===== src/design/assert_macros.svh =====
// Assertion helpers shared by the RTL.
`ifndef ASSERT_MACROS_SVH
`define ASSERT_MACROS_SVH

// Checked on every rising clock edge outside reset.
`define ASSERT_CLKD(label, prop, msg) \
  label: assert property (@(posedge clk) disable iff (!rst_n) (prop)) else $error(msg);

// Checked on every rising clock edge, reset included.
`define ASSERT_CLK(label, prop, msg) \
  label: assert property (@(posedge clk) (prop)) else $error(msg);

`endif


===== src/design/clr_pkg.sv =====
`default_nettype none

package clr_pkg;

  localparam int COORD_IN_W = 13;
  localparam int CFG_DATA_W = 7;
  localparam int CFG_INDEX_W = 1;

  localparam logic [CFG_DATA_W-1:0] DIM_RESET = 7'd64;

  typedef enum logic [CFG_INDEX_W-1:0] {
    CFG_IMAGE_WIDTH  = 1'b0,
    CFG_IMAGE_HEIGHT = 1'b1
  } cfg_index_t;

endpackage

`default_nettype wire


===== src/design/clamped_line_rasterizer_unit.sv =====
// Clamped line rasterizer.
// Input channel (in_valid / in_stall): one word holds a line as two signed
// 13-bit endpoints. Each coordinate is clamped to the active image set by
// the cfg port (index 0 width, index 1 height, data 1..MAX_DIM; 0 acts as 1).
// Output channel (out_valid / out_stall): one word per pixel, drawn from the
// end with the smaller major coordinate; out_last_pixel marks the final one.
// A line of N pixels (N = max(|dx|,|dy|)+1, at most MAX_DIM) keeps the
// stepping busy after acceptance: a setup step picks the major axis and
// orders the ends, then one pixel per cycle while the output is not stalled
// comes from a residual adder and compares tracking the rounded minor
// coordinate. The clamp is done in the accepting cycle; the setup step then
// registers the ordered ends before the first pixel is stepped out.
// in_stall stays high from acceptance until the last pixel is loaded into
// the output register; the next line can be taken while that pixel waits.
// A stalled output holds its word and freezes the stepping.
// cfg_ready is always high; write registers only while the block is idle.
// Synchronous reset clears the sequencer and output valid and sets both
// image dimensions to 64.
`default_nettype none

`include "assert_macros.svh"

module clamped_line_rasterizer_unit
  import clr_pkg::*;
#(
  parameter int MAX_DIM = 64
) (
  input  wire logic                          clk,
  input  wire logic                          rst_n,

  input  wire logic                          in_valid,
  output      logic                          in_stall,
  input  wire logic signed [COORD_IN_W-1:0]  in_start_x,
  input  wire logic signed [COORD_IN_W-1:0]  in_start_y,
  input  wire logic signed [COORD_IN_W-1:0]  in_end_x,
  input  wire logic signed [COORD_IN_W-1:0]  in_end_y,

  output      logic                          out_valid,
  input  wire logic                          out_stall,
  output      logic [$clog2(MAX_DIM)-1:0]    out_pixel_x,
  output      logic [$clog2(MAX_DIM)-1:0]    out_pixel_y,
  output      logic                          out_last_pixel,

  input  wire logic                          cfg_valid,
  output      logic                          cfg_ready,
  input  wire logic [CFG_INDEX_W-1:0]        cfg_index,
  input  wire logic [CFG_DATA_W-1:0]         cfg_data
);

  localparam int CW = $clog2(MAX_DIM);
  // residual spans [-2D, 4D) right after the add
  localparam int RW = CW + 3;
  localparam logic [COORD_IN_W-1:0] MAX_DIM_V = COORD_IN_W'(MAX_DIM);

  typedef enum logic [1:0] {
    ST_IDLE,
    ST_SETUP,
    ST_RUN
  } state_t;

  state_t state_r, state_nxt;

  logic [CFG_DATA_W-1:0] img_w_r, img_w_nxt;
  logic [CFG_DATA_W-1:0] img_h_r, img_h_nxt;

  logic [CW-1:0] x1_r, x1_nxt, y1_r, y1_nxt, x2_r, x2_nxt, y2_r, y2_nxt;

  logic [CW-1:0] maj_r, maj_nxt;
  logic [CW-1:0] maj_end_r, maj_end_nxt;
  logic [CW-1:0] min_r, min_nxt;
  logic          shallow_r, shallow_nxt;
  logic signed [RW-1:0] step_r, step_nxt;
  logic signed [RW-1:0] dbl_r, dbl_nxt;
  logic signed [RW-1:0] res_r, res_nxt;

  logic          out_valid_r, out_valid_nxt;
  logic [CW-1:0] out_x_r, out_x_nxt, out_y_r, out_y_nxt;
  logic          out_last_r, out_last_nxt;

  logic [CFG_DATA_W-1:0] eff_w, eff_h;

  // setup terms
  logic signed [CW:0] dx, dy;
  logic [CW-1:0]      adx, ady;
  logic               shallow, swap;
  logic [CW-1:0]      s_maj, s_maj_end, s_min, s_min_end;
  logic signed [CW:0] s_dmin;
  logic [CW-1:0]      s_len;

  // stepping terms
  logic                 load;
  logic                 at_end;
  logic signed [RW-1:0] res_add;

  function automatic logic [CFG_DATA_W-1:0] eff_dim(input logic [CFG_DATA_W-1:0] raw);
    logic [CFG_DATA_W-1:0] d;
    d = raw;
    if (raw == '0) begin
      d = CFG_DATA_W'(1);
    end else if ({{(COORD_IN_W-CFG_DATA_W){1'b0}}, raw} > MAX_DIM_V) begin
      d = MAX_DIM_V[CFG_DATA_W-1:0];
    end
    return d;
  endfunction

  function automatic logic [CW-1:0] clamp_coord(input logic signed [COORD_IN_W-1:0] v,
                                                input logic [CFG_DATA_W-1:0] lim);
    logic signed [COORD_IN_W:0] lim_s;
    logic [CFG_DATA_W-1:0]      lim_m1;
    logic [CW-1:0]              c;
    lim_s  = signed'({{(COORD_IN_W+1-CFG_DATA_W){1'b0}}, lim});
    lim_m1 = lim - CFG_DATA_W'(1);
    if (v < 0) begin
      c = '0;
    end else if ({v[COORD_IN_W-1], v} >= lim_s) begin
      c = CW'(lim_m1);
    end else begin
      c = v[CW-1:0];
    end
    return c;
  endfunction

  assign eff_w = eff_dim(img_w_r);
  assign eff_h = eff_dim(img_h_r);

  assign in_stall  = (state_r != ST_IDLE);
  assign cfg_ready = 1'b1;

  assign out_valid      = out_valid_r;
  assign out_pixel_x    = out_x_r;
  assign out_pixel_y    = out_y_r;
  assign out_last_pixel = out_last_r;

  // major axis selection and end ordering
  always_comb begin
    dx  = signed'({1'b0, x2_r}) - signed'({1'b0, x1_r});
    dy  = signed'({1'b0, y2_r}) - signed'({1'b0, y1_r});
    adx = dx[CW] ? CW'(-dx) : dx[CW-1:0];
    ady = dy[CW] ? CW'(-dy) : dy[CW-1:0];
    shallow = (ady <= adx);
    swap    = shallow ? (x1_r > x2_r) : (y1_r > y2_r);
    if (shallow) begin
      s_maj     = swap ? x2_r : x1_r;
      s_maj_end = swap ? x1_r : x2_r;
      s_min     = swap ? y2_r : y1_r;
      s_min_end = swap ? y1_r : y2_r;
    end else begin
      s_maj     = swap ? y2_r : y1_r;
      s_maj_end = swap ? y1_r : y2_r;
      s_min     = swap ? x2_r : x1_r;
      s_min_end = swap ? x1_r : x2_r;
    end
    s_dmin = signed'({1'b0, s_min_end}) - signed'({1'b0, s_min});
    s_len  = s_maj_end - s_maj;
  end

  // minor = start + floor((2*i*dmin + D) / 2D), tracked as residual in [0, 2D)
  assign load    = !out_valid_r || !out_stall;
  assign at_end  = (maj_r == maj_end_r);
  assign res_add = res_r + step_r;

  always_comb begin
    state_nxt     = state_r;
    img_w_nxt     = img_w_r;
    img_h_nxt     = img_h_r;
    x1_nxt        = x1_r;
    y1_nxt        = y1_r;
    x2_nxt        = x2_r;
    y2_nxt        = y2_r;
    maj_nxt       = maj_r;
    maj_end_nxt   = maj_end_r;
    min_nxt       = min_r;
    shallow_nxt   = shallow_r;
    step_nxt      = step_r;
    dbl_nxt       = dbl_r;
    res_nxt       = res_r;
    out_valid_nxt = out_valid_r && out_stall;
    out_x_nxt     = out_x_r;
    out_y_nxt     = out_y_r;
    out_last_nxt  = out_last_r;

    if (cfg_valid && cfg_ready) begin
      unique case (cfg_index_t'(cfg_index))
        CFG_IMAGE_WIDTH:  img_w_nxt = cfg_data;
        CFG_IMAGE_HEIGHT: img_h_nxt = cfg_data;
      endcase
    end

    unique case (state_r)
      ST_IDLE: begin
        if (in_valid) begin
          x1_nxt    = clamp_coord(in_start_x, eff_w);
          y1_nxt    = clamp_coord(in_start_y, eff_h);
          x2_nxt    = clamp_coord(in_end_x, eff_w);
          y2_nxt    = clamp_coord(in_end_y, eff_h);
          state_nxt = ST_SETUP;
        end
      end
      ST_SETUP: begin
        maj_nxt     = s_maj;
        maj_end_nxt = s_maj_end;
        min_nxt     = s_min;
        shallow_nxt = shallow;
        step_nxt    = RW'(s_dmin) <<< 1;
        dbl_nxt     = signed'(RW'({s_len, 1'b0}));
        res_nxt     = signed'(RW'(s_len));
        state_nxt   = ST_RUN;
      end
      ST_RUN: begin
        if (load) begin
          out_valid_nxt = 1'b1;
          out_x_nxt     = shallow_r ? maj_r : min_r;
          out_y_nxt     = shallow_r ? min_r : maj_r;
          out_last_nxt  = at_end;
          if (at_end) begin
            state_nxt = ST_IDLE;
          end else begin
            maj_nxt = maj_r + CW'(1);
            if (res_add >= dbl_r) begin
              res_nxt = res_add - dbl_r;
              min_nxt = min_r + CW'(1);
            end else if (res_add < 0) begin
              res_nxt = res_add + dbl_r;
              min_nxt = min_r - CW'(1);
            end else begin
              res_nxt = res_add;
            end
          end
        end
      end
      default: state_nxt = ST_IDLE;
    endcase
  end

  always_ff @(posedge clk) begin
    if (!rst_n) begin
      state_r     <= ST_IDLE;
      out_valid_r <= 1'b0;
      img_w_r     <= DIM_RESET;
      img_h_r     <= DIM_RESET;
    end else begin
      state_r     <= state_nxt;
      out_valid_r <= out_valid_nxt;
      img_w_r     <= img_w_nxt;
      img_h_r     <= img_h_nxt;
    end
    x1_r       <= x1_nxt;
    y1_r       <= y1_nxt;
    x2_r       <= x2_nxt;
    y2_r       <= y2_nxt;
    maj_r      <= maj_nxt;
    maj_end_r  <= maj_end_nxt;
    min_r      <= min_nxt;
    shallow_r  <= shallow_nxt;
    step_r     <= step_nxt;
    dbl_r      <= dbl_nxt;
    res_r      <= res_nxt;
    out_x_r    <= out_x_nxt;
    out_y_r    <= out_y_nxt;
    out_last_r <= out_last_nxt;
  end

  `ASSERT_CLKD(a_res_range,
               (state_r == ST_RUN && !at_end) |-> (res_r >= 0 && res_r < dbl_r),
               "residual left [0, 2D)")
  `ASSERT_CLKD(a_maj_bound,
               (state_r == ST_RUN) |-> (maj_r <= maj_end_r),
               "major coordinate passed the line end")
  `ASSERT_CLKD(a_pix_inside,
               out_valid_r |-> ({1'b0, out_x_r} < {1'b0, eff_w} &&
                                {1'b0, out_y_r} < {1'b0, eff_h}),
               "pixel outside active image")

endmodule

`default_nettype wire


===== config.mk =====
export PLATFORM = sky130hd
export DESIGN_NAME = clamped_line_rasterizer_unit
export DESIGN_NICKNAME = d
export VERILOG_FILES = /design/src/design/clr_pkg.sv /design/src/design/clamped_line_rasterizer_unit.sv
export VERILOG_INCLUDE_DIRS = /design/src /design/src/design
export SDC_FILE = /design/constraint.sdc
export NUM_CORES = 1
export LEC_CHECK = 0
export ABC_AREA = 1
export ABC_CLOCK_PERIOD_IN_PS = 9400
export BUFFER_PORTS_ARGS = -buffer_cell sky130_fd_sc_hd__buf_4
export CAP_MARGIN = 20
export CELL_PAD_IN_SITES_DETAIL_PLACEMENT = 1
export CELL_PAD_IN_SITES_GLOBAL_PLACEMENT = 2
export CORE_MARGIN = 5
export CORE_UTILIZATION = 30
export CTS_BUF_LIST = sky130_fd_sc_hd__clkbuf_4
export DETAILED_ROUTE_END_ITERATION = 10
export HOLD_SLACK_MARGIN = 0.12
export PLACE_DENSITY = 0.7
export REMOVE_ABC_BUFFERS = 1
export SYNTH_ARGS = -nofsm -noshare
export SYNTH_HDL_FRONTEND = slang
export SYNTH_SLANG_ARGS = --single-unit
export TNS_END_PERCENT = 1

===== constraint.sdc =====
create_clock -name clk -period 9.4 [get_ports clk]
set_input_delay 0.94 -clock clk [delete_from_list [all_inputs] [get_ports clk]]
set_output_delay 0.94 -clock clk [all_outputs]
set_load 0.005 [all_outputs]

### Word-level counts from Yosys, hierarchy flattened

Cells that the tools add are included.

| word-level totals | value |
|---|---|
| register bits after elaboration | 95 |
| latch bits | 0 |
| memory bits (writable) | 0 |
| memory bits (read-only) | 0 |
| word-level logic and storage cells | 112 |
| memories | 0 |

| cells by class | value |
|---|---|
| $add $sub $neg | 14 |
| $mul | 0 |
| divide/modulo/power cells | 0 |
| order comparisons | 15 |
| equality and inequality tests | 8 |
| shift operators | 0 |
| multiplexer cells | 40 |
| bitwise gates (word level) | 1 |
| reductions and logical operators | 16 |

Operators with widths:

| operator | count |
|---|---|
| $mux 6 | 22 |
| $ge 14x7->1 | 4 |
| $lt 13x1->1 const B | 4 |
| $mux 9 | 4 |
| $mux 7 | 4 |
| $pmux 6 s2 | 2 |
| $sub 6x6->7 | 3 |
| $add 9x8->9 | 2 |
| $pmux 9 s2 | 1 |
| $sub 6x1->6 const B | 3 |
| $gt 7x7->1 const B | 2 |
| $logic_not 7->1 | 2 |
| $add 6x1->6 const B | 2 |
| $gt 6x6->1 | 2 |
| $neg 6->6 | 2 |
| $ge 9x8->1 | 1 |
| $lt 9x1->1 const B | 1 |
| $sub 9x8->9 | 1 |
| $ne 2x2->1 const B | 4 |
| $reduce_and 2->1 | 4 |
| $eq 6x6->1 | 1 |
| $le 6x6->1 | 1 |
| $mux 2 | 3 |
| $pmux 2 s3 | 1 |
| other kinds (13) | 18 |

### Logic depth before layout (Yosys ltp)

Gate-level depths: netlist of run 1.

| depth | value |
|---|---|
| word-level depth | 9 |
| gate-level depth with buffers | 37 |
| mapped depth without buffers | 35 |

### Worst setup path after synthesis of run 1

Ideal clock, no wire load.

| timing path | value |
|---|---|
| path kind | register to register |
| start point | register x1_r[0] |
| end point | register dbl_r[6] (data pin) |
| arrival time | 4,392 ps |
| required time | 9,145 ps |
| slack | 4,753 ps |
| cell stages (with the launch flop) | 31 |
| path buffers | 2 |
| period minus slack after synthesis | 4,647 ps |
| path through | edfxtp_1 ha_1 fa_1 o21ai_0 nand2_1 a21oi_1 nor2_1 inv_1 a31oi_1 xor2_1 inv_1 ha_1 nand2_2 nor2_4 nand2_1 nand3_2 nand2_2 nand2_4 nand2_4 buf_6 buf_2 o21ai_0 inv_1 o21ai_0 ha_1 a21o_1 nand2_1 nand2_2 nand2_1 nand3_1 and2_1 |

| on the way | value |
|---|---|
| cells in the longest elaborated chain, start to end | 8 |

RTL lines:

| item | line | RTL |
|---|---|---|
| start: declaration | clamped_line_rasterizer_unit.sv:66 | `logic [CW-1:0] x1_r, x1_nxt, y1_r, y1_nxt, x2_r, x2_nxt, y2_r, y2_nxt;` |
| start signal: assignment | clamped_line_rasterizer_unit.sv:247 | `x1_r <= x1_nxt;` |
| $sub 6x6->7 | clamped_line_rasterizer_unit.sv:136 | `dx = signed'({1'b0, x2_r}) - signed'({1'b0, x1_r});` |
| $neg 6->6 | clamped_line_rasterizer_unit.sv:138 | `adx = dx[CW] ? CW'(-dx) : dx[CW-1:0];` |
| $mux 6 | clamped_line_rasterizer_unit.sv:138 |  |
| $le 6x6->1 | clamped_line_rasterizer_unit.sv:140 | `shallow = (ady <= adx);` |
| $mux 1 | clamped_line_rasterizer_unit.sv:141 | `swap = shallow ? (x1_r > x2_r) : (y1_r > y2_r);` |
| $mux 6, on equally long branches | clamped_line_rasterizer_unit.sv:149, clamped_line_rasterizer_unit.sv:144 |  |
| $mux 6 (*) | clamped_line_rasterizer_unit.sv:142 | `if (shallow) begin` |
| named net s_maj_end[1] | clamped_line_rasterizer_unit.sv:86 | `logic [CW-1:0] s_maj, s_maj_end, s_min, s_min_end;` |
| $sub 6x6->6 (*) | clamped_line_rasterizer_unit.sv:154 | `s_len = s_maj_end - s_maj;` |
| named net s_len[5] | clamped_line_rasterizer_unit.sv:88 | `logic [CW-1:0] s_len;` |
| end signal: assignment | clamped_line_rasterizer_unit.sv:256 | `dbl_r <= dbl_nxt;` |
| end: declaration | clamped_line_rasterizer_unit.sv:73 | `logic signed [RW-1:0] dbl_r, dbl_nxt;` |

Mark *: on every way through the listed nets, which the timed path passes. The rest lies on a longest branch.
A chain may end at the register's enable or synchronous reset.

### Final worst setup path of run 1

| timing path | value |
|---|---|
| start point | register y1_r[0] |
| end point | register step_r[6] (data pin) |

| on the way | value |
|---|---|
| cells in the longest elaborated chain, start to end | 8 |

RTL lines:

| item | line | RTL |
|---|---|---|
| start: declaration | clamped_line_rasterizer_unit.sv:66 |  |
| start signal: assignment | clamped_line_rasterizer_unit.sv:248 | `y1_r <= y1_nxt;` |
| $sub 6x6->7 | clamped_line_rasterizer_unit.sv:137 | `dy = signed'({1'b0, y2_r}) - signed'({1'b0, y1_r});` |
| $neg 6->6 | clamped_line_rasterizer_unit.sv:139 | `ady = dy[CW] ? CW'(-dy) : dy[CW-1:0];` |
| $mux 6 | clamped_line_rasterizer_unit.sv:139 |  |
| $le 6x6->1 | clamped_line_rasterizer_unit.sv:140 |  |
| $mux 1 | clamped_line_rasterizer_unit.sv:141 |  |
| $mux 6, on equally long branches | n/a |  |
| $mux 6 | clamped_line_rasterizer_unit.sv:142 |  |
| $sub 6x6->7 (*) | clamped_line_rasterizer_unit.sv:153 | `s_dmin = signed'({1'b0, s_min_end}) - signed'({1'b0, s_min});` |
| named net s_dmin[5] | clamped_line_rasterizer_unit.sv:87 | `logic signed [CW:0] s_dmin;` |
| end signal: assignment | clamped_line_rasterizer_unit.sv:255 | `step_r <= step_nxt;` |
| end: declaration | clamped_line_rasterizer_unit.sv:72 | `logic signed [RW-1:0] step_r, step_nxt;` |

Marked as above.

==> results.json, run 1 <==
{
  "outcome": "completed",
  "path_common_cell": "nand2_1",
  "end_kind": "flop",
  "antenna_found_initial": 1,
  "critPathLaunch": "y1_r[0]",
  "nFillCells": 3053,
  "worstSkewPairLatency_ps": 500,
  "clk_pin_slew_worst_paths_ps": 180,
  "drc": 0,
  "post_route_cells_drive_above_1_share_pct": 12.56,
  "crit_required_ps": 9670,
  "fp.dieH_um": 170.8,
  "synth_flop_cell": "edfxtp_1",
  "crit_arrival_ps": 5880,
  "ys_seq_area_share_pct": 34.58,
  "ys_types": 47,
  "cts_tree": "yes",
  "slowest_delay_ps": 500,
  "initial_core_util_pct": 30.63,
  "drt-initial-drc-count": 235,
  "syn_avg_cell_area_um2": 7.974,
  "hp-class": "reg2reg",
  "core_area_um2": 25330,
  "cts_resized": 0,
  "drt_wl_total_um": 21330,
  "synth_top_area_share_pct": 30.19,
  "report.final.setup_viol": 0,
  "die-area_um2": 29180,
  "crit_type": "reg2reg",
  "mostFrequentLayoutCells": "nand2_1, inv_1, o21ai_0",
  "gr-usage-all-layers_pct": 15.04,
  "dr_total_vias": 6579,
  "firstDrtPassIters": 4,
  "worst_r2r_startpoint": "y1_r[0]",
  "hpwl_um": 17650,
  "min_from": "img_h_r[0]",
  "gp_congestion": 0.7974,
  "yosysTopAreaCell": "edfxtp_1",
  "finalSetupTns_ps": 0,
  "max-clock-path-buffers": 2,
  "grt_max_degree": 45,
  "port_buffers": 79,
  "syn_to_final_growth_pct": 14.51,
  "fin_skew_ps": 40.18,
  "grt_pass1_wl_um": 35060,
  "grt_pass1_vias": 6826,
  "fp-row-count": 58,
  "fin_crit_sh_pct": 59.69,
  "slew-limit-headroom_pct": 47.65,
  "slowest_stage": "edfxtp_1",
  "syn_area_um2": 7759,
  "die_x_um": 170.8,
  "hold_violations": 0,
  "wl_per_cell_um": 15.43,
  "rsz0062_at_grt": "no",
  "ys_ff_latch": 95,
  "cts_sinks": 95,
  "worst_pin_slew_ps": 777.0,
  "drtAntennaViolNets": 0,
  "synthTopCellsByArea": "edfxtp_1, ha_1, nand2_1",
  "postCtsSetupRepairBufs": 0,
  "cp-start-kind": "flop",
  "synth_cells": 973,
  "yosys_warnings": 0,
  "finalNetCount": 1203,
  "cts_root_buffer": "clkbuf_4",
  "num_io_pins": 81,
  "synth_edf_count": 78,
  "avgViaCountPerCell": 4.760,
  "overflow": 0,
  "maxCapViolations": 0,
  "async_flop_share_pct": 0,
  "cp_max_fo": 44,
  "drv_slew": 0,
  "cts_buffers": 9,
  "final_cells": 1382,
  "max_freq_mhz": 178.2,
  "fin_crit_ps": 5611,
  "layout_commonest_cell": "nand2_1",
  "ctsHoldBuffers": 0,
  "dp.cells": 1365,
  "htreeDepth": 3
}
path summary, 6_finish.rpt:
path,endpoint,slack [ps],depth (start not counted)
max,step_r[6],3790,29
min,img_h_r[0],490,2
max reg2reg,step_r[6],3790,29
min reg2reg,img_h_r[0],490,2
layout make-up:
type                    count  area, um^2  area share [%]
clock inverters             6       113.9           1.282
well taps                 330       412.9           4.647
flip-flops and latches     95        2683           30.19
clock buffers              10       75.07          0.8450
multi-input cells         717        4446           50.04
repair buffers             84       630.6           7.098
diodes                      1       2.502         0.02817
inverters                 139       521.8           5.872
synthesized netlist by cell type, types with 3 or more instances:
| cell | count |
|---|---|
| nand2_1 | 196 |
| inv_1 | 136 |
| o21ai_0 | 92 |
| ha_1 | 84 |
| edfxtp_1 | 78 |
| nor2_1 | 71 |
| a21oi_1 | 69 |
| nand3_1 | 35 |
| xor2_1 | 31 |
| xnor2_1 | 19 |
| dfxtp_1 | 17 |
| o21ai_1 | 16 |
| nor4_1 | 11 |
| clkbuf_1 | 10 |
| nand4_1 | 9 |
| o21ai_2 | 9 |
| fa_1 | 8 |
| a31oi_1 | 7 |
| o211ai_1 | 7 |
| o21bai_1 | 7 |
| buf_2 | 6 |
| nand2_2 | 6 |
| nor3_1 | 6 |
| buf_6 | 4 |
| mux2i_1 | 4 |
| or2_2 | 4 |
| nand3_2 | 3 |
| nand3b_1 | 3 |
| o2111ai_1 | 3 |
registers in the layout, indices dropped and copies added (netlist names), 2 cells and up:
name         flops
out_pixel_x      6
maj_r            6
maj_end_r        6
state_r          2
out_pixel_y      6
img_h_r          7
res_r            9
img_w_r          7
min_r            6
y2_r             6
step_r           7
x1_r             6
y1_r             6
x2_r             6
dbl_r            6
critical path, delay by kind of cell, from the launching register on:
kind,cells,cell delay [ps]
XOR/XNOR,2,310
buffers and inverters,3,180
flip-flops,1,500
AND/OR/NAND/NOR,11,1670
AO/OA/AOI/OAI,9,1370
adder cells (fa/ha/maj),4,1320
routing by layer:
layer / routed length (um) / GRT usage, % / up-vias
li1: - / - / 3408
met4: 191 / 2.997 / 0
met3: 667 / 2.449 / 12
met5: 0 / 0 / -
met1: 10250 / 19.96 / 3079
met2: 10220 / 26.08 / 80
per-stage QoR:
step                hold slack, ps  utilization, %  area [um^2]  setup WS (ps)
floorplan                    440.8               -         7635           4532
global placement             471.7           34.32         8693           3765
detailed placement           469.2           34.32         8693           3699
CTS                          492.7           35.07         8882           3664
global route                 515.1           35.08         8885           3131
finish                       487.1           35.08         8885           3789
kinds of logic after synthesis:
logic type / share of synthesized area, %
DFF: 34.58
xor gates and xnor gates: 6.064
other: 0.04833
muxes: 0.5161
adders and majority gates: 15.61
AOI/OAI and AO/OA: 15.43
and+or+nand+nor: 19.43
buffers and inverters: 8.321
Power of run 1 is left out: the tool's default activity adds up to more than one toggle a clock period on the data nets, which glitch-free logic cannot reach.
==> inputs of run 2 (changes only) <==
--- a/config.mk
+++ b/config.mk
@@ -6,8 +6,8 @@
 export SDC_FILE = /design/constraint.sdc
 export NUM_CORES = 1
 export LEC_CHECK = 0
-export ABC_AREA = 1
-export ABC_CLOCK_PERIOD_IN_PS = 9400
+export ABC_AREA = 0
+export ABC_CLOCK_PERIOD_IN_PS = 5800
 export BUFFER_PORTS_ARGS = -buffer_cell sky130_fd_sc_hd__buf_4
 export CAP_MARGIN = 20
 export CELL_PAD_IN_SITES_DETAIL_PLACEMENT = 1
@@ -17,7 +17,7 @@
 export CTS_BUF_LIST = sky130_fd_sc_hd__clkbuf_4
 export DETAILED_ROUTE_END_ITERATION = 10
 export HOLD_SLACK_MARGIN = 0.12
-export PLACE_DENSITY = 0.7
+export PLACE_DENSITY = 0.66
 export REMOVE_ABC_BUFFERS = 1
 export SYNTH_ARGS = -nofsm -noshare
 export SYNTH_HDL_FRONTEND = slang
==> constraint.sdc (replaced) <==
create_clock -name clk -period 5.8 [get_ports clk]
set_input_delay 0.58 -clock clk [delete_from_list [all_inputs] [get_ports clk]]
set_output_delay 0.58 -clock clk [all_outputs]
set_load 0.005 [all_outputs]
==> results.json, run 2 <==
{
  "cp-start-kind": "flop",
  "report.final.setup_viol": 0,
  "slowest_stage": "edfxtp_1",
  "drtAntennaViolNets": 0,
  "wl_per_cell_um": 17.62,
  "syn_to_final_growth_pct": 15.88,
  "layout_commonest_cell": "buf_4",
  "fin_crit_sh_pct": 95.58,
  "die-area_um2": 29430,
  "syn_avg_cell_area_um2": 9.861,
  "ys_types": 68,
  "port_buffers": 79,
  "dpl-instance-area_um2": 8841,
  "path_buf_inv": 1,
  "regArea_um2": 2683,
  "gr-usage-all-layers_pct": 15.16,
  "overflow": 0,
  "gp_congestion": 0.8008,
  "post_route_cells_drive_above_1_share_pct": 20.27,
  "final_cells": 1219,
  "worstSkewPairLatency_ps": 490,
  "hold_depth": 3,
  "r2r_setup_slack_ps": 260,
  "cp_max_fo": 9,
  "grt_pass1_vias": 6471,
  "dr_total_vias": 6028,
  "hpwl_um": 17740,
  "syn_area_um2": 7830,
  "cts_buffers": 9,
  "cts_tree": "yes",
  "mostFrequentLayoutCells": "buf_4, ha_1, edfxtp_1",
  "hp-class": "in2reg",
  "multi_input_area_um2": 4876,
  "dp.cells": 1198,
  "synth_cells": 794,
  "largest_register_ffs": 9,
  "crit_family": "compound AO/OA/AOI/OAI gates",
  "outcome": "completed",
  "cts_root_buffer": "clkbuf_4",
  "slowest_delay_ps": 510,
  "largest-register": "res_r",
  "slew-limit-headroom_pct": 38.78,
  "nFillCells": 2966,
  "die_x_um": 171.6,
  "crit_arrival_ps": 5790,
  "crit_required_ps": 6050,
  "synthTopCellsByCount": "ha_1, edfxtp_1, nand2_1",
  "yosys_warnings": 0,
  "hold_violations": 0,
  "initial_core_util_pct": 30.22,
  "end_kind": "flop",
  "r2r_cells": 21,
  "max-clock-path-buffers": 2,
  "drv_slew": 0,
  "detailedPlace.worstSlack_ps": 141.9,
  "fp-row-count": 59,
  "worst_pin_slew_ps": 918.3,
  "stdcell_area_um2": 9074,
  "ys_ff_latch": 95,
  "fp.dieH_um": 171.6,
  "synthTopCellsByArea": "edfxtp_1, ha_1, mux2_2",
  "synth_top_area_share_pct": 29.91,
  "firstDrtPassIters": 4,
  "crit_chain": "ha_1, nor2b_1, o21ai_0, nand2b_1, a21o_1, a21o_1, a31oi_1, xnor2_1, ha_1, a21oi_1, a21boi_0, o32a_2, a31oi_4, buf_6, mux2i_2, mux2i_2, fa_1, maj3_2, a21oi_2, xnor2_1, mux2_2",
  "yosysTopAreaCell": "edfxtp_1",
  "finalNetCount": 1035,
  "drt_wl_total_um": 21480,
  "crit_type": "reg2reg",
  "drt-initial-drc-count": 266,
  "synthMostInstantiatedCell": "ha_1",
  "clk_pin_slew_worst_paths_ps": 170,
  "grt_max_degree": 26,
  "synth_flop_cell": "edfxtp_1",
  "maxCapViolations": 0,
  "ys_seq_area_share_pct": 34.26,
  "drc": 0,
  "fin_skew_ps": 22.51,
  "antenna_found_initial": 1,
  "fin_crit_ps": 5544,
  "grt_pass1_wl_um": 34820,
  "cts_sinks": 95,
  "synth_edf_count": 78,
  "num_io_pins": 81,
  "avgViaCountPerCell": 4.945,
  "core_area_um2": 25910,
  "async_flop_share_pct": 0,
  "max_freq_mhz": 180.4,
  "crit_cells": 21,
  "fin_ws_ps": 256.3,
  "holdWs_ps": 334.3,
  "htreeDepth": 3
}
## run 2: metrics by stage
stage | TNS, ps | util [%]
5_1_grt | -59.29 | 35.02
2_1_floorplan | -14530 | -
6_report | 0 | 35.02
3_3_place_gp | 0 | 34.12
4_1_cts | 0 | 34.75
3_5_place_dp | 0 | 34.12
## run 2: cells by family after synthesis
| logic type | count (synthesis) | synth area share (%) |
|---|---|---|
| other cells | 1 | 0.04789 |
| buf+inv | 78 | 4.059 |
| flops | 95 | 34.26 |
| fa+ha+maj | 94 | 15.74 |
| xor+xnor | 56 | 6.264 |
| simple gates | 216 | 13.60 |
| mux | 85 | 11.59 |
| compound gates | 169 | 14.45 |
## run 2: worst register-to-register path, cell delays in order (launching register included)
cell and delay [ps]:
edfxtp_1 510, ha_1 380, nor2b_1 150, o21ai_0 150
nand2b_1 110, a21o_1 190, a21o_1 240, a31oi_1 200
xnor2_1 160, ha_1 290, a21oi_1 120, a21boi_0 90
o32a_2 430, a31oi_4 280, buf_6 210, mux2i_2 290
mux2i_2 150, fa_1 490, maj3_2 340, a21oi_2 150
xnor2_1 100, mux2_2 260
## run 2: cell type report
cell class	instances	area share, %
diodes	1	0.02758
clock buffers	9	0.7446
clock inverters	7	1.048
inverters	57	2.358
multi-input cells	621	53.74
flip-flops and latches	95	29.56
well taps	335	4.619
repair buffers	94	7.901
## run 2: timing repair
action                                  4_1_cts  5_1_grt
buffers inserted                              0        3
resized for setup                             0        7
endpoints found under the setup margin        0        9
hold buffers                                  0        0
## run 2: routing by layer
layer | wire (um) | vias up | track usage [%]
met4 | 92 | 0 | 2.480
met5 | 0 | - | 0
met1 | 9768 | 2931 | 19.25
li1 | - | 3036 | -
met2 | 11170 | 57 | 27.40
met3 | 448 | 4 | 2.620
## run 2: final timing paths
path	from	endpoint
setup / recovery	x2_r[2]	res_r[4]
hold / removal	cfg_data[6]	img_w_r[6]
setup reg to reg	x2_r[2]	res_r[4]
hold reg to reg	img_h_r[3]	img_h_r[3]
Power of run 2 is left out for the same reason.
==> inputs of run 3 (changes only) <==
--- a/config.mk
+++ b/config.mk
@@ -13,12 +13,13 @@
 export CELL_PAD_IN_SITES_DETAIL_PLACEMENT = 1
 export CELL_PAD_IN_SITES_GLOBAL_PLACEMENT = 2
 export CORE_MARGIN = 5
-export CORE_UTILIZATION = 30
+export CORE_UTILIZATION = 40
 export CTS_BUF_LIST = sky130_fd_sc_hd__clkbuf_4
 export DETAILED_ROUTE_END_ITERATION = 10
 export HOLD_SLACK_MARGIN = 0.12
-export PLACE_DENSITY = 0.66
+export PLACE_DENSITY = 0.84
 export REMOVE_ABC_BUFFERS = 1
+export SLEW_MARGIN = 20
 export SYNTH_ARGS = -nofsm -noshare
 export SYNTH_HDL_FRONTEND = slang
 export SYNTH_SLANG_ARGS = --single-unit
==> results.json, run 3 (same netlist as run 2, synthesis figures left out) <==
{
  "crit_type": "reg2reg",
  "mostFrequentLayoutCells": "buf_4, ha_1, edfxtp_1",
  "syn_to_final_growth_pct": 16.79,
  "grt_pass1_wl_um": 35070,
  "fin_crit_ps": 5504,
  "hpwl_um": 18140,
  "die_x_um": 149.9,
  "grt_max_degree": 26,
  "htreeDepth": 3,
  "outcome": "completed",
  "drt-initial-drc-count": 321,
  "cts_buffers": 9,
  "hold_depth": 2,
  "holdWs_ps": 351.2,
  "clk_pin_slew_worst_paths_ps": 160,
  "initial_core_util_pct": 40.36,
  "port_buffers": 79,
  "crit_required_ps": 6060,
  "crit_chain": "inv_1, ha_1, fa_1, nor2b_1, o21ai_0, nand2b_1, a21o_1, a21o_1, a31oi_2, xnor2_1, ha_1, a21oi_2, a21boi_0, o32a_2, nor3_4, buf_12, a31oi_2, mux2i_1, mux2i_2, fa_1, maj3_2, a21oi_2, xnor2_1, mux2_2",
  "layout_commonest_cell": "buf_4",
  "avgViaCountPerCell": 5.360,
  "largest_register_ffs": 9,
  "num_io_pins": 81,
  "drc": 0,
  "crit_arrival_ps": 5760,
  "r2r_cells": 24,
  "cts_root_buffer": "clkbuf_4",
  "max_freq_mhz": 181.7,
  "die-area_um2": 22470,
  "reg2reg_to": "res_r[4]",
  "final_cells": 1164,
  "core_area_um2": 19400,
  "maxCapViolations": 0,
  "gr-usage-all-layers_pct": 19.99,
  "worstSkewPairLatency_ps": 500,
  "fin_skew_ps": 35.23,
  "hp-class": "in2reg",
  "r2r_setup_slack_ps": 300,
  "fin_crit_sh_pct": 94.89,
  "drv_slew": 0,
  "worst_pin_slew_ps": 1008,
  "finalNetCount": 1050,
  "end_kind": "flop",
  "fp-row-count": 51,
  "worst_r2r_startpoint": "x2_r[0]",
  "grt_pass1_vias": 6806,
  "dp.cells": 1137,
  "cp_max_fo": 6,
  "drt_wl_total_um": 22030,
  "slew-limit-headroom_pct": 32.07,
  "slowest_delay_ps": 490,
  "hold_violations": 0,
  "dr_total_vias": 6239,
  "firstDrtPassIters": 4,
  "min_from": "rst_n",
  "post_route_cells_drive_above_1_share_pct": 21.71,
  "drtAntennaViolNets": 0,
  "overflow": 0,
  "antenna_found_initial": 1,
  "max-clock-path-buffers": 2,
  "fp.dieH_um": 149.9,
  "wl_per_cell_um": 18.93,
  "cts_tree": "yes",
  "largest-register": "res_r",
  "slowest_stage": "fa_1",
  "cp-start-kind": "flop",
  "cts_sinks": 95,
  "gp_congestion": 0.8534,
  "worst_hold_path.endpoint": "img_w_r[6]",
  "report.final.setup_viol": 0
}
run 3: worst max path at each step:
stage | start | to | slack [ps] | cells after the start
floorplan | y2_r[2] | res_r[4] | -1300 | 22
global placement | y2_r[0] | res_r[4] | -30 | 25
finish | x2_r[0] | res_r[4] | 300 | 24
detailed placement | y2_r[0] | res_r[4] | -290 | 25
global route | x2_r[0] | res_r[4] | -20 | 26
CTS | y2_r[0] | res_r[4] | 70 | 26
run 3: what timing repair did:
| item | in CTS | in global routing |
|---|---|---|
| pin swaps | 1 | 3 |
| gates resized for setup | 1 | 8 |
| setup buffers | 2 | 6 |
| setup endpoints to repair | 7 | 11 |
| hold buffers | 0 | 0 |
| gates cloned | 1 | 1 |
run 3: area by class of cell:
class | instances | area, um^2
Multi-Input combinational cell | 623 | 4917
Fill cell | 2227 | 10250
Antenna cell | 1 | 2.502
Clock buffer | 9 | 67.56
Clock inverter | 7 | 113.9
Timing Repair Buffer | 107 | 815.8
Tap cell | 265 | 331.6
Inverter | 57 | 214.0
Sequential cell | 95 | 2683
run 3: per-stage QoR:
stage | worst slack [ps] | setup TNS (ps) | instance area, um^2 | utilization [%]
global route | -24.45 | -24.45 | 9145 | 47.14
finish | 296.4 | 0 | 9145 | 47.14
detailed placement | -293.8 | -482.1 | 8818 | 45.46
global placement | -25.59 | -25.59 | 8818 | 45.46
floorplan | -1302 | -14530 | 7726 | -
CTS | 66.94 | 0 | 9032 | 46.56
run 3: routing by layer:
metal | track usage [%] | part of all wire, % | wire length, um
met3 | 3.483 | 3.5 | 761
met5 | 0 | 0 | 0
met1 | 24.10 | 43 | 9578
met2 | 36.49 | 51 | 11260
met4 | 5.535 | 1.9 | 428
run 3: critical path, delay by kind of cell (launching register included):
family | cells | cell delay (ps)
compound gates | 9 | 1410
xor+xnor | 2 | 240
fa+ha+maj | 5 | 1770
buf+inv | 2 | 210
flops | 1 | 420
mux | 3 | 750
simple gates | 3 | 470
Power of run 3 is left out for the same reason.
